[src/assert_macros.svh]
// assertion macros shared by the matrix inverse rtl
// no dependencies; compiled out when SYNTHESIS is defined
`ifndef ASSERT_MACROS_SVH
`define ASSERT_MACROS_SVH
`ifndef SYNTHESIS
`define MI4_ASSERT(lbl, clk, rst_n, prop) \
    lbl: assert property (@(posedge clk) disable iff (!rst_n) prop) \
        else $error("mi4 assertion failed");
`define MI4_ASSERT_NR(lbl, clk, prop) \
    lbl: assert property (@(posedge clk) prop) else $error("mi4 assertion failed");
`else
`define MI4_ASSERT(lbl, clk, rst_n, prop)
`define MI4_ASSERT_NR(lbl, clk, prop)
`endif
`endif

[src/mi4_pkg.sv]
// types, constants and schedule tables for the 4x4 matrix inverse
// no dependencies
package mi4_pkg;

    localparam int FRAC_BITS_DEF = 16;
    localparam int ELEM_W        = 32;
    localparam int AW            = 100;  // accumulator and determinant width
    localparam int QW            = 34;   // quotient bits kept before saturation
    localparam int DVW           = 136;  // divider remainder width
    localparam int JQ_DEPTH      = 2;

    localparam logic CFG_EPSILON = 1'b0;
    localparam logic CFG_FILL    = 1'b1;

    typedef logic [3:0][3:0][ELEM_W-1:0] t_mat;

    typedef struct packed {
        logic push;
        t_mat job;
    } t_jobq_wr;

    typedef enum logic [1:0] {
        K_MINOR = 2'd0,
        K_COF   = 2'd1,
        K_DET   = 2'd2
    } t_kind;

    typedef struct packed {
        logic       valid;
        logic       first;
        logic       last;
        logic       hi;
        logic       neg;
        t_kind      kind;
        logic [3:0] didx;
    } t_mac_ctl;

    typedef struct packed {
        logic [1:0] erow;
        logic [2:0] midx;
        logic       neg;
    } t_cof_term;

    // row pair of each 2x2 minor: s01 s02 s03 s12 s13 s23
    function automatic logic [3:0] minor_pair(input logic [2:0] idx);
        logic [3:0] p;
        case (idx)
            3'd0:    p = {2'd0, 2'd1};
            3'd1:    p = {2'd0, 2'd2};
            3'd2:    p = {2'd0, 2'd3};
            3'd3:    p = {2'd1, 2'd2};
            3'd4:    p = {2'd1, 2'd3};
            3'd5:    p = {2'd2, 2'd3};
            default: p = {2'd0, 2'd1};
        endcase
        return p;
    endfunction

    // three terms of each cofactor; the other half of a phase negates all signs
    function automatic t_cof_term cof_term(input logic [1:0] k, input logic [1:0] t);
        t_cof_term r;
        case ({k, t})
            4'b00_00: r = '{erow: 2'd0, midx: 3'd3, neg: 1'b0};
            4'b00_01: r = '{erow: 2'd1, midx: 3'd1, neg: 1'b1};
            4'b00_10: r = '{erow: 2'd2, midx: 3'd0, neg: 1'b0};
            4'b01_00: r = '{erow: 2'd1, midx: 3'd2, neg: 1'b0};
            4'b01_01: r = '{erow: 2'd3, midx: 3'd0, neg: 1'b1};
            4'b01_10: r = '{erow: 2'd0, midx: 3'd4, neg: 1'b1};
            4'b10_00: r = '{erow: 2'd0, midx: 3'd5, neg: 1'b0};
            4'b10_01: r = '{erow: 2'd2, midx: 3'd2, neg: 1'b1};
            4'b10_10: r = '{erow: 2'd3, midx: 3'd1, neg: 1'b0};
            4'b11_00: r = '{erow: 2'd2, midx: 3'd4, neg: 1'b0};
            4'b11_01: r = '{erow: 2'd3, midx: 3'd3, neg: 1'b1};
            4'b11_10: r = '{erow: 2'd1, midx: 3'd5, neg: 1'b1};
            default:  r = '{erow: 2'd0, midx: 3'd0, neg: 1'b0};
        endcase
        return r;
    endfunction

endpackage

[src/mi4_front.sv]
// front end: takes rows, keeps the matrix store, hands complete matrices on
// depends on mi4_pkg
module mi4_front (
    input  logic                        i_clk,
    input  logic                        i_push,
    input  logic                        i_q_full,
    input  logic [1:0]                  i_row_index,
    input  logic [mi4_pkg::ELEM_W-1:0]  i_elem0,
    input  logic [mi4_pkg::ELEM_W-1:0]  i_elem1,
    input  logic [mi4_pkg::ELEM_W-1:0]  i_elem2,
    input  logic [mi4_pkg::ELEM_W-1:0]  i_elem3,
    input  logic                        i_last_row,
    output logic                        o_full,
    output mi4_pkg::t_jobq_wr           o_wr
);
    import mi4_pkg::*;

    t_mat r_store;
    t_mat n_store;
    logic accept;

    assign accept = i_push && !i_q_full;
    assign o_full = i_q_full;

    always_comb begin
        n_store = r_store;
        n_store[i_row_index] = {i_elem3, i_elem2, i_elem1, i_elem0};
    end

    // the job carries the row of this item merged in
    assign o_wr.push = accept && i_last_row;
    assign o_wr.job  = n_store;

    always_ff @(posedge i_clk) begin
        if (accept) begin
            r_store <= n_store;
        end
    end

endmodule

[config.mk]
export PLATFORM = sky130hd
export DESIGN_NAME = mi4_front
export DESIGN_NICKNAME = d
export VERILOG_FILES = /design/src/assert_macros.svh /design/src/mi4_pkg.sv /design/src/mi4_front.sv
export SDC_FILE = /design/constraint.sdc
export NUM_CORES = 1
export LEC_CHECK = 0
export BUFFER_PORTS_ARGS = -buffer_cell sky130_fd_sc_hd__buf_2
export CAP_MARGIN = 25
export CORE_AREA = 2 2 255 257
export DETAILED_ROUTE_END_ITERATION = 8
export DIE_AREA = 0 0 257 259
export PLACE_DENSITY = 0.56
export SYNTH_ARGS = -nofsm -noshare
export SYNTH_HDL_FRONTEND = slang
export SYNTH_SLANG_ARGS = --single-unit
[constraint.sdc]
create_clock -name i_clk -period 42.7 [get_ports i_clk]
set_clock_uncertainty 0.05 [all_clocks]
set_input_delay 4.27 -clock i_clk [delete_from_list [all_inputs] [get_ports i_clk]]
set_output_delay 4.27 -clock i_clk [all_outputs]
set_load 0.02 [all_outputs]
==> results.toml <==
[cells_and_area]
mostFrequentLayoutCells = "647 x buf_2, 512 x mux2_2, 512 x edfxtp_1"
stdcell_area_sq_mm = 0.02731
largest_reg_flops = 512
drive_gt1_share_pct = 69.70
largest-register = "r_store"
syn_to_final_growth_pct = 25.42
final_nets = 1884
fill_cells = 5807
layout_commonest_cell = "buf_2"
reg_top3 = "r_store: 512 flops"

[detailed_routing]
ant_nets = 0
vias = 12616
wl_per_cell_um = 22.18
vias_per_cell = 4.770
drtPass1Iterations = 4
drc = 0
wirelength_mm = 58.68
drt-initial-drc-count = 741

[job]
maxCapViolCount = 0

[clock_tree]
cts_tree = "done"
htree_levels = 2
cts_made_buffers = 56
cts_sinks = 512
cts_hold_buf = 0
clockBufferDepth = 3
post-cts-setup-buffers = 0
clock-root-buffer = "clkbuf_16"
clk_latency_ns = 0.59
post_cts_resized = 0
clk_pin_slew_ns = 0.06

[placement]
dpl_cell_area_sq_mm = 0.02564
dp_slack_ns = 32.00
port_buffers = 647
gp_congestion = 0.8380
hpwl_mm = 41.28

[worst_setup_path]
slowest_stage = "buf_4"
startpoint_type = "input pin"
worstPathArrival_ns = 6.39
path_class = "input pin to output pin"
r2r_cells = 1
reg2reg_to = "r_store[237]"
rr_startpoint = "r_store[237]"
rrSetupSlack_ns = 41.71
slowest_delay_ns = 0.72
crit_chain = "buf_2 -> nor2_4 -> buf_4 -> mux2_2 -> buf_2"
crit_fanout = 57
cp-end-kind = "output pin"
cp.required_ns = 38.38
cp_common_cell = "buf_2"

[timing]
fmax_mhz = 93.39
fin_ws_ns = 31.99
post-route-period-util_pct = 25.08
setup-violations-final = 0
slew_headroom_pct = 31.02
finalHoldViolations = 0
post-route-min-period_ns = 10.71
fin_hold_ws_ns = 0.5113
rsz0062_at_grt = "false"
tns_ns = 0
slew_viol_final = 0
worst_slew_pin_slew_ns = 1.035

[synthesis]
syn_area_sq_mm = 0.02178
muxShareOfSynthArea_pct = 26.47
syn-instance-count = 1087
ys_seq_area_share_pct = 70.60
avgSynthCellArea_sq_um = 20.04
synth_warnings = 0
synth_top_family_by_area = "multiplexers"
synthAdderAreaFrac_pct = 0
ys_seq_elements = 512
syn_nets = 1221
synth_compound_area_share_pct = 0
yosys.area_share.simple_pct = 0.1494
synth_cell_type_count = 10
yosys.area_share.xor_xnor_pct = 0

[worst_hold_path]
worstHoldPathType = "register to register"
hold_depth = 1
hold_end = "r_store[480]"
min-delay-start = "r_store[480]"

[die]
start_util_pct = 34.09
num_io_pins = 648
die_h_um = 259
chipWidth_um = 257
die-area_sq_mm = 0.06656
coreArea_sq_mm = 0.06388
placementRows = 93

[pwr]
leakage_nw = 10.33
p_per_area_mw_per_mm2 = 44.59
ir_drop_mv = 0.03730
power_w = 0.001218

[global_routing]
grt_max_degree = 162
grt_first_pass_wirelength_mm = 85.83
antenna_found_initial = 5
grt_overflow = 0
first_global_vias = 13092
track_usage_pct = 16.71

[outcome]
outcome = "complete, no violations"
[cells by family after synthesis]
kind of cell	count (synthesis)
multiplexers	512
buffers and inverters	57
flip-flops	512
AND/OR/NAND/NOR	6
[per-stage QoR]
step	util, %	std cells
floorplan	-	1087
global placement	40.14	2547
finish	42.76	2645
global route	42.76	2645
CTS	42.75	2644
detailed placement	40.14	2547
[critical path, delay by kind of cell]
kind / cells / cell delay, ns
multiplexers: 1 / 0.43
AND/OR/NAND/NOR: 1 / 0.52
buffers and inverters: 3 / 1.04
[routing by layer]
| layer | track usage [%] | part of all wire, % | vias up |
|---|---|---|---|
| met5 | 0 | 0.031 | - |
| met4 | 5.459 | 2.9 | 4 |
| met3 | 5.126 | 7.4 | 99 |
| met2 | 28.82 | 50 | 432 |
| met1 | 19.90 | 40 | 6431 |
| li1 | - | - | 5650 |
[synth_stat cells]
master / instances / area, sq um
and2_1: 1 / 6.260
nand2b_1: 2 / 12.51
buf_4: 8 / 60.06
edfxtp_1: 512 / 15370
nor2b_1: 1 / 6.260
buf_2: 1 / 5.000
nand2_1: 1 / 3.750
nor2_1: 1 / 3.750
buf_6: 48 / 540.5
mux2_2: 512 / 5766
[cell type report]
type	instances	area, sq um	area share, %
Timing Repair Buffer	662	3363	12.31
Clock inverter	18	160.2	0.5863
Antenna cell	1	2.502	0.009161
Multi-Input combinational cell	518	5836	21.36
Clock buffer	79	1509	5.524
Tap cell	855	1070	3.916
Sequential cell	512	15370	56.29
[worst max path at each step]
stage | start | endpoint | slack, ns | cells after the start
CTS | i_row_index[0] | o_wr[61] | 32.00 | 5
global placement | i_row_index[1] | o_wr[237] | 32.04 | 5
finish | i_row_index[0] | o_wr[70] | 31.99 | 5
floorplan | i_q_full | o_wr[512] | 9.61 | 2
global route | i_row_index[0] | o_wr[58] | 31.88 | 5
detailed placement | i_row_index[0] | o_wr[61] | 32.00 | 5
[power by group]
part           total, W  internal, W  switching (W)
Combinational  0.000175    0.0000616       0.000113
Clock          0.000454     0.000262       0.000193
Sequential     0.000589     0.000584     0.00000492
Power figures use the tool's default switching activity.
