$ cat src/assert_macros.svh
// assertion macros shared by the matrix inverse rtl
// no dependencies; compiled out when SYNTHESIS is defined
`ifndef ASSERT_MACROS_SVH
`define ASSERT_MACROS_SVH
`ifndef SYNTHESIS
`define MI4_ASSERT(lbl, clk, rst_n, prop) \
    lbl: assert property (@(posedge clk) disable iff (!rst_n) prop) \
        else $error("mi4 assertion failed");
`define MI4_ASSERT_NR(lbl, clk, prop) \
    lbl: assert property (@(posedge clk) prop) else $error("mi4 assertion failed");
`else
`define MI4_ASSERT(lbl, clk, rst_n, prop)
`define MI4_ASSERT_NR(lbl, clk, prop)
`endif
`endif

$ cat src/mi4_pkg.sv
// types, constants and schedule tables for the 4x4 matrix inverse
// no dependencies
package mi4_pkg;

    localparam int FRAC_BITS_DEF = 16;
    localparam int ELEM_W        = 32;
    localparam int AW            = 100;  // accumulator and determinant width
    localparam int QW            = 34;   // quotient bits kept before saturation
    localparam int DVW           = 136;  // divider remainder width
    localparam int JQ_DEPTH      = 2;

    localparam logic CFG_EPSILON = 1'b0;
    localparam logic CFG_FILL    = 1'b1;

    typedef logic [3:0][3:0][ELEM_W-1:0] t_mat;

    typedef struct packed {
        logic push;
        t_mat job;
    } t_jobq_wr;

    typedef enum logic [1:0] {
        K_MINOR = 2'd0,
        K_COF   = 2'd1,
        K_DET   = 2'd2
    } t_kind;

    typedef struct packed {
        logic       valid;
        logic       first;
        logic       last;
        logic       hi;
        logic       neg;
        t_kind      kind;
        logic [3:0] didx;
    } t_mac_ctl;

    typedef struct packed {
        logic [1:0] erow;
        logic [2:0] midx;
        logic       neg;
    } t_cof_term;

    // row pair of each 2x2 minor: s01 s02 s03 s12 s13 s23
    function automatic logic [3:0] minor_pair(input logic [2:0] idx);
        logic [3:0] p;
        case (idx)
            3'd0:    p = {2'd0, 2'd1};
            3'd1:    p = {2'd0, 2'd2};
            3'd2:    p = {2'd0, 2'd3};
            3'd3:    p = {2'd1, 2'd2};
            3'd4:    p = {2'd1, 2'd3};
            3'd5:    p = {2'd2, 2'd3};
            default: p = {2'd0, 2'd1};
        endcase
        return p;
    endfunction

    // three terms of each cofactor; the other half of a phase negates all signs
    function automatic t_cof_term cof_term(input logic [1:0] k, input logic [1:0] t);
        t_cof_term r;
        case ({k, t})
            4'b00_00: r = '{erow: 2'd0, midx: 3'd3, neg: 1'b0};
            4'b00_01: r = '{erow: 2'd1, midx: 3'd1, neg: 1'b1};
            4'b00_10: r = '{erow: 2'd2, midx: 3'd0, neg: 1'b0};
            4'b01_00: r = '{erow: 2'd1, midx: 3'd2, neg: 1'b0};
            4'b01_01: r = '{erow: 2'd3, midx: 3'd0, neg: 1'b1};
            4'b01_10: r = '{erow: 2'd0, midx: 3'd4, neg: 1'b1};
            4'b10_00: r = '{erow: 2'd0, midx: 3'd5, neg: 1'b0};
            4'b10_01: r = '{erow: 2'd2, midx: 3'd2, neg: 1'b1};
            4'b10_10: r = '{erow: 2'd3, midx: 3'd1, neg: 1'b0};
            4'b11_00: r = '{erow: 2'd2, midx: 3'd4, neg: 1'b0};
            4'b11_01: r = '{erow: 2'd3, midx: 3'd3, neg: 1'b1};
            4'b11_10: r = '{erow: 2'd1, midx: 3'd5, neg: 1'b1};
            default:  r = '{erow: 2'd0, midx: 3'd0, neg: 1'b0};
        endcase
        return r;
    endfunction

endpackage

$ cat src/mi4_jobq.sv
// short queue of complete matrices between front and back
// depends on mi4_pkg
module mi4_jobq (
    input  logic              i_clk,
    input  logic              i_rst_n,
    input  mi4_pkg::t_jobq_wr i_wr,
    input  logic              i_pop,
    output logic              o_full,
    output logic              o_empty,
    output mi4_pkg::t_mat     o_head
);
    import mi4_pkg::*;

    localparam int PW = (JQ_DEPTH > 1) ? $clog2(JQ_DEPTH) : 1;
    localparam int CW = $clog2(JQ_DEPTH + 1);

    t_mat          r_mem [JQ_DEPTH];
    logic [PW-1:0] r_wp;
    logic [PW-1:0] r_rp;
    logic [CW-1:0] r_cnt;
    logic          do_push;
    logic          do_pop;

    assign o_full  = (r_cnt == CW'(JQ_DEPTH));
    assign o_empty = (r_cnt == '0);
    assign o_head  = r_mem[r_rp];
    assign do_push = i_wr.push && !o_full;
    assign do_pop  = i_pop && !o_empty;

    always_ff @(posedge i_clk) begin
        if (!i_rst_n) begin
            r_wp  <= '0;
            r_rp  <= '0;
            r_cnt <= '0;
        end else begin
            if (do_push) begin
                r_wp <= (r_wp == PW'(JQ_DEPTH - 1)) ? '0 : r_wp + 1'b1;
            end
            if (do_pop) begin
                r_rp <= (r_rp == PW'(JQ_DEPTH - 1)) ? '0 : r_rp + 1'b1;
            end
            if (do_push && !do_pop) begin
                r_cnt <= r_cnt + 1'b1;
            end else if (do_pop && !do_push) begin
                r_cnt <= r_cnt - 1'b1;
            end
        end
    end

    always_ff @(posedge i_clk) begin
        if (do_push) begin
            r_mem[r_wp] <= i_wr.job;
        end
    end

endmodule

$ cat config.mk
export PLATFORM = sky130hd
export DESIGN_NAME = mi4_jobq
export DESIGN_NICKNAME = d
export VERILOG_FILES = /design/src/assert_macros.svh /design/src/mi4_pkg.sv /design/src/mi4_jobq.sv
export SDC_FILE = /design/constraint.sdc
export NUM_CORES = 1
export LEC_CHECK = 0
export BUFFER_PORTS_ARGS = -buffer_cell sky130_fd_sc_hd__buf_2
export CORE_AREA = 2 2 397 399
export CTS_CLUSTER_SIZE = 40
export DETAILED_ROUTE_END_ITERATION = 6
export DIE_AREA = 0 0 399 401
export GPL_ROUTABILITY_DRIVEN = 0
export SYNTH_ARGS = -nofsm -noshare
export SYNTH_HDL_FRONTEND = slang
export SYNTH_SLANG_ARGS = --single-unit
$ cat constraint.sdc
create_clock -name i_clk -period 34.7 [get_ports i_clk]
set_input_delay 6.94 -clock i_clk [delete_from_list [all_inputs] [get_ports i_clk]]
set_output_delay 6.94 -clock i_clk [all_outputs]
set_load 0.01 [all_outputs]
==> results of run 1 <==
[per-stage QoR]
stage / hold WS [ps] / area [um2] / instances
5_1_grt: 572.3 / 48260 / 4878
2_1_floorplan: 490.7 / 37390 / 1618
3_3_place_gp: 509.8 / 44670 / 4667
3_5_place_dp: 524.1 / 44670 / 4667
4_1_cts: 536.2 / 48230 / 4868
6_report: 530.5 / 48290 / 4889
[flip-flops by register name (all words and copies together) (netlist names), named ones only]
register  count
r_cnt         2
r_mem      1024
r_rp          1
r_wp          1
[cell usage after synthesis (all sizes together)]
| library cell | n | area share (%) |
|---|---|---|
| o21a | 1 | 0.020 |
| and3 | 1 | 0.017 |
| dfxtp | 5 | 0.27 |
| and2 | 3 | 0.050 |
| nor2 | 2 | 0.020 |
| xnor2 | 2 | 0.047 |
| buf | 49 | 1.4 |
| edfxtp | 1024 | 82 |
| mux2 | 512 | 15 |
| o21ai | 2 | 0.027 |
| nand2b | 1 | 0.017 |
| or3 | 1 | 0.017 |
| a21boi | 2 | 0.040 |
| ha | 1 | 0.033 |
| inv | 2 | 0.020 |
| nor3 | 1 | 0.027 |
| clkbuf | 8 | 0.29 |
| xor2 | 1 | 0.023 |
[per-layer routing]
layer  GRT usage (%)  vias to the layer above  share of wire, %
met5               0                        -              0.71
met3           6.212                      315                11
met4           5.369                      120               3.5
met2           23.58                      863                51
li1                -                     8732                 -
met1           13.37                     9905                34
[path summary, 6_finish.rpt]
kind	end	slack [ps]	depth (start not counted)
max reg2reg	r_mem[0][444]	31060	6
max	o_head[290]	23040	5
min	r_cnt[1]	530	2
min reg2reg	r_cnt[1]	530	2
[worst max-delay path: cells and delay by family, from the launching register on]
kind     cells  cell delay, ps
mux          1             430
flops        1             750
buf+inv      4            2360
[cells by family after synthesis]
family	Yosys count	synth area share, %
AOI/OAI and AO/OA	5	0.08697
DFF	1029	82.50
and+or+nand+nor	9	0.1473
buffers and inverters	59	1.740
muxes	512	15.42
adders and majority gates	1	0.03346
xor gates and xnor gates	3	0.07028
[layout make-up]
cell class	count	area [um2]
sequential	1029	30850
timing repair buffer	1048	5330
antenna	21	52.55
clock buffer	133	2860
fill	15280	107400
multi-input combinational	530	5903
clock inverter	68	703.2
inverter	2	7.507
tap	2058	2575
[power by group through the flow]
stage | logic (uW) | clock network, uW | registers [uW]
after floorplan | 536 | 0 | 1740
after global placement | 896 | 0 | 1630
after detailed placement | 897 | 0 | 1640
after CTS | 902 | 1200 | 1610
after global routing | 934 | 1240 | 1620
final | 873 | 1160 | 1610
==> results.md, run 1 <==
- DP Worst Slack: 23,720 ps
- Post-CTS setup buffer count: 0
- RSZ-0062 raised after global routing: no
- Worst-path cell chain: buf_12 -> buf_4 -> buf_4 -> mux2_2 -> buf_2
- Die Wd: 399 um
- CTS Buf Count: 110
- Largest net degree at the start of global routing: 159
- CTS tree: done
- Commonest non-fill, non-tap cells in the layout: 1,029 x buf_2, 1,024 x edfxtp_1, 512 x mux2_2
- Clock power share: 31.8%
- Hold buffers post-CTS: 0
- Max-cap viol count: 0
- Synth Warn #: 0
- HPWL Detailed: 82,730 um
- Most common cell after layout, fill and taps aside: buf_2
- Fmax: 85.79 MHz
- Initial antenna violation count: 93
- Syn Nets: 2,135
- Initial drt markers: 1,061
- Int Power: 2591 uW
- Critical path peak fanout: 142
- Yosys cell types: 20
- Fin util: 31.02%
- Worst hold path type: flip-flop to flip-flop
- Layout area overhead: 29.13%
- Maximum vdd drop: 0.04477 mV
- Pwr Total: 3640 uW
- Leakage Power: 0.01741 uW
- Routed Antenna Nets: 0
- Max Root-Sink Buffers: 3
- CP Launch Type: flip-flop
- Switching power: 1049 uW
- Seq/Total Area, Yosys: 82.50%
- Post-cts sizing count: 0
- Worst slew pin tran: 1118 ps
- Cells after synthesis: 1,618
- 1st-pass router iterations: 4
- Die Y: 401 um
- Setup crit end kind: output pin
- #FFs+latches synth: 1,029
- GR Util All Layers: 13.32%
- Initial core utilization: 24.02%
- Total gr overflow: 0
- Tmin final: 11,660 ps
- Sum of negative setup slack: 0 ps
- Slowest stage delay, CP: 900 ps
- Clock transition at path regs: 60 ps
- Nets: 3,238
- Clk Latency, worst-skew pair: 730 ps
- Worst Min Path Start: r_cnt[1]
- Detailed Route WL: 112,700 um
- Fin Clk Skew: 36.55 ps
- Crit path kind: flip-flop to output pin
- Post-route DRC: 0
- I/O pins: 1,030
- FP Rows: 145
- CP arrival: 4720 ps
- H-tree levels: 3
- Slowest-stage cell, CP: buf_4
- Number of global-route vias before repair: 20,540
- Die area: 160,000 um2
- Comb pwr share: 24.0%
- Slew Limit Fails: 0
- Vias/cell: 4.078
- Cell Pwr Density: 75.38 nW/um2
- Clk root buf: clkbuf_16
- Mapped Area: 37,390 um2
- Final Cycle Share: 33.59%
- Fin worst setup slack: 23,040 ps
- Critical path's most frequent cell: buf_4
- Share of layout cells above drive strength 1: 61.03%
- Port-buffer cells: 1,029
- Reg power frac: 44.2%
- Final setup vio count: 0
- Total number of vias: 19,940
- Core ar.: 155,700 um2
- WL/cell: 23.05 um
- Final hold vios: 0
- Switching share of power: 28.82%
- First-pass GRT wire length: 150,400 um
- Syn Area/Cell: 23.11 um2
- Run status: complete, no violations
- Slew HR: 25.46%
- Worst r2r src: r_cnt[0]
- Clk sinks: 1,029
- Critical Path RT: 27,760 ps
Power figures use the tool's default switching activity.
==> inputs of run 2 (changes only) <==
- clock period: 34.7 -> 10.9 ns (I/O delays scaled with it)
==> run 2 against run 1 <==
Net effect: via count is 0.88% higher; clock-buffer cell count stayed put; sequential cell count stayed put; setup slack worse by 18000 ps; final area is 0.14% higher; worst hold slack better by 10 ps.
==> results.md, run 2 (synthesized netlist as in run 1, its figures left out) <==
- Reg-to-reg slack, setup: 7750 ps
- Layout area overhead: 29.31%
- Die Y: 401 um
- Number of global-route vias before repair: 20,330
- First-pass GRT wire length: 154,500 um
- Fin Clk Skew: 48.39 ps
- R2r endpoint: r_mem[1][402]
- Slew Limit Fails: 0
- Cell Pwr Density: 238.6 nW/um2
- Die area: 160,000 um2
- I/O pins: 1,030
- Crit path kind: flip-flop to output pin
- Initial antenna violation count: 109
- Post-Layout Cell Count: 4,896
- CTS tree: done
- Worst Reg2Reg Path Length in Cells: 4
- Most used routing layer: met2
- Most common cell after layout, fill and taps aside: buf_2
- Post-cts sizing count: 0
- Run status: complete, no violations
- GR Util met1: 15.10%
- Inst Count DP: 4,661
- Initial core utilization: 24.02%
- Worst Min Path Start: r_cnt[1]
- DP Worst Slack: 5673 ps
- Largest net degree at the start of global routing: 163
- Hold-critical path endpoint: r_cnt[1]
- CP Launch Type: flip-flop
- Largest register FFs: 1,024
- Detailed Route WL: 116,200 um
- Final hold vios: 0
- GR Util met2: 23.51%
- Vias/cell: 4.108
- Critical path's most frequent cell: buf_12
- Regs by FF count: r_mem x1024, r_cnt x2
- Max Root-Sink Buffers: 3
- Clock transition at path regs: 60 ps
- Slew HR: 24.94%
- Pwr Total: 11,540 uW
- HPWL Detailed: 86,660 um
- Worst hold path type: flip-flop to flip-flop
- CP arrival: 3780 ps
- Total gr overflow: 0
- RSZ-0062 raised after global routing: no
- H-tree levels: 3
- Post-route DRC: 0
- Worst hold path cell count: 2
- Slowest-stage cell, CP: dfxtp_4
- Share of layout cells above drive strength 1: 61.09%
- 1st-pass router iterations: 4
- Post-CTS setup buffer count: 0
- Fin worst setup slack: 4943 ps
- Total number of vias: 20,110
- Clk Latency, worst-skew pair: 700 ps
- Critical path peak fanout: 129
- Worst path bufs/invs: 3
- Hold buffers post-CTS: 0
- Min Hold Slack: 540.8 ps
- Maximum vdd drop: 0.1698 mV
- Initial drt markers: 1,285
- Largest register by flop count: r_mem
- Worst-path cell chain: buf_12 -> buf_12 -> mux2_2 -> buf_2
- Leakage Power: 0.01741 uW
- Fmax: 167.9 MHz
- Critical Path RT: 8720 ps
- Setup crit end kind: output pin
- Port-buffer cells: 1,029
- Max-cap viol count: 0
- CTS Buf Count: 110
- Routed Antenna Nets: 0
- Die Wd: 399 um
- FP Rows: 145
- Tmin final: 5957 ps
- Nets: 3,232
- Clk sinks: 1,029
- Core ar.: 155,700 um2
- Worst r2r src: r_cnt[0]
- WL/cell: 23.72 um
- Final Cycle Share: 54.65%
- GR Util All Layers: 13.75%
- Met3 GRT Util: 6.976%
- Slowest stage delay, CP: 940 ps
- CP top delay family: buffers and inverters
- Worst slew pin tran: 1126 ps
- Clk root buf: clkbuf_16
- Final setup vio count: 0
- Commonest non-fill, non-tap cells in the layout: 1,029 x buf_2, 1,024 x edfxtp_1, 512 x mux2_2
## run 2: area by class of cell
cell class / instances / area (um2)
Clock inverter: 73 / 683.2
Inverter: 2 / 20.02
Multi-Input combinational cell: 530 / 5903
Fill cell: 15360 / 107300
Antenna cell: 29 / 72.57
Timing Repair Buffer: 1042 / 5385
Sequential cell: 1029 / 30850
Tap cell: 2058 / 2575
Clock buffer: 133 / 2860
## run 2: worst max-delay path by stage
stage / startpoint / endpoint / slack (ps) / cells after the start
global placement: flip-flop / o_head[20] / 5700 / 4
global route: flip-flop / o_head[205] / 4750 / 4
CTS: flip-flop / o_head[27] / 4850 / 4
floorplan: i_wr[512] / r_mem[0][0] / -3880 / 2
finish: flip-flop / o_head[205] / 4940 / 4
detailed placement: flip-flop / o_head[27] / 5670 / 4
## run 2: per-stage QoR
step / setup TNS (ps) / cell area (um2) / utilization (%)
CTS: 0 / 48280 / 31.02
global route: 0 / 48300 / 31.03
global placement: 0 / 44740 / 28.74
finish: 0 / 48350 / 31.06
floorplan: -1991610 / 37410 / -
detailed placement: 0 / 44740 / 28.74
## run 2: report_power, final
part	switching (uW)	internal, uW
Sequential	150	4980
Clock	1540	2090
Combinational	1610	1170
## run 2: tightest hold or removal path, cell delays in order, from the launching register on
cell and delay [ps]:
dfxtp_1 340, o21ai_0 80, a21boi_0 70
## run 2: layer usage
metal,part of all wire [%],vias up
met4,2.7,116
met1,36,9986
met5,0.65,-
met2,49,914
met3,12,340
li1,-,8755
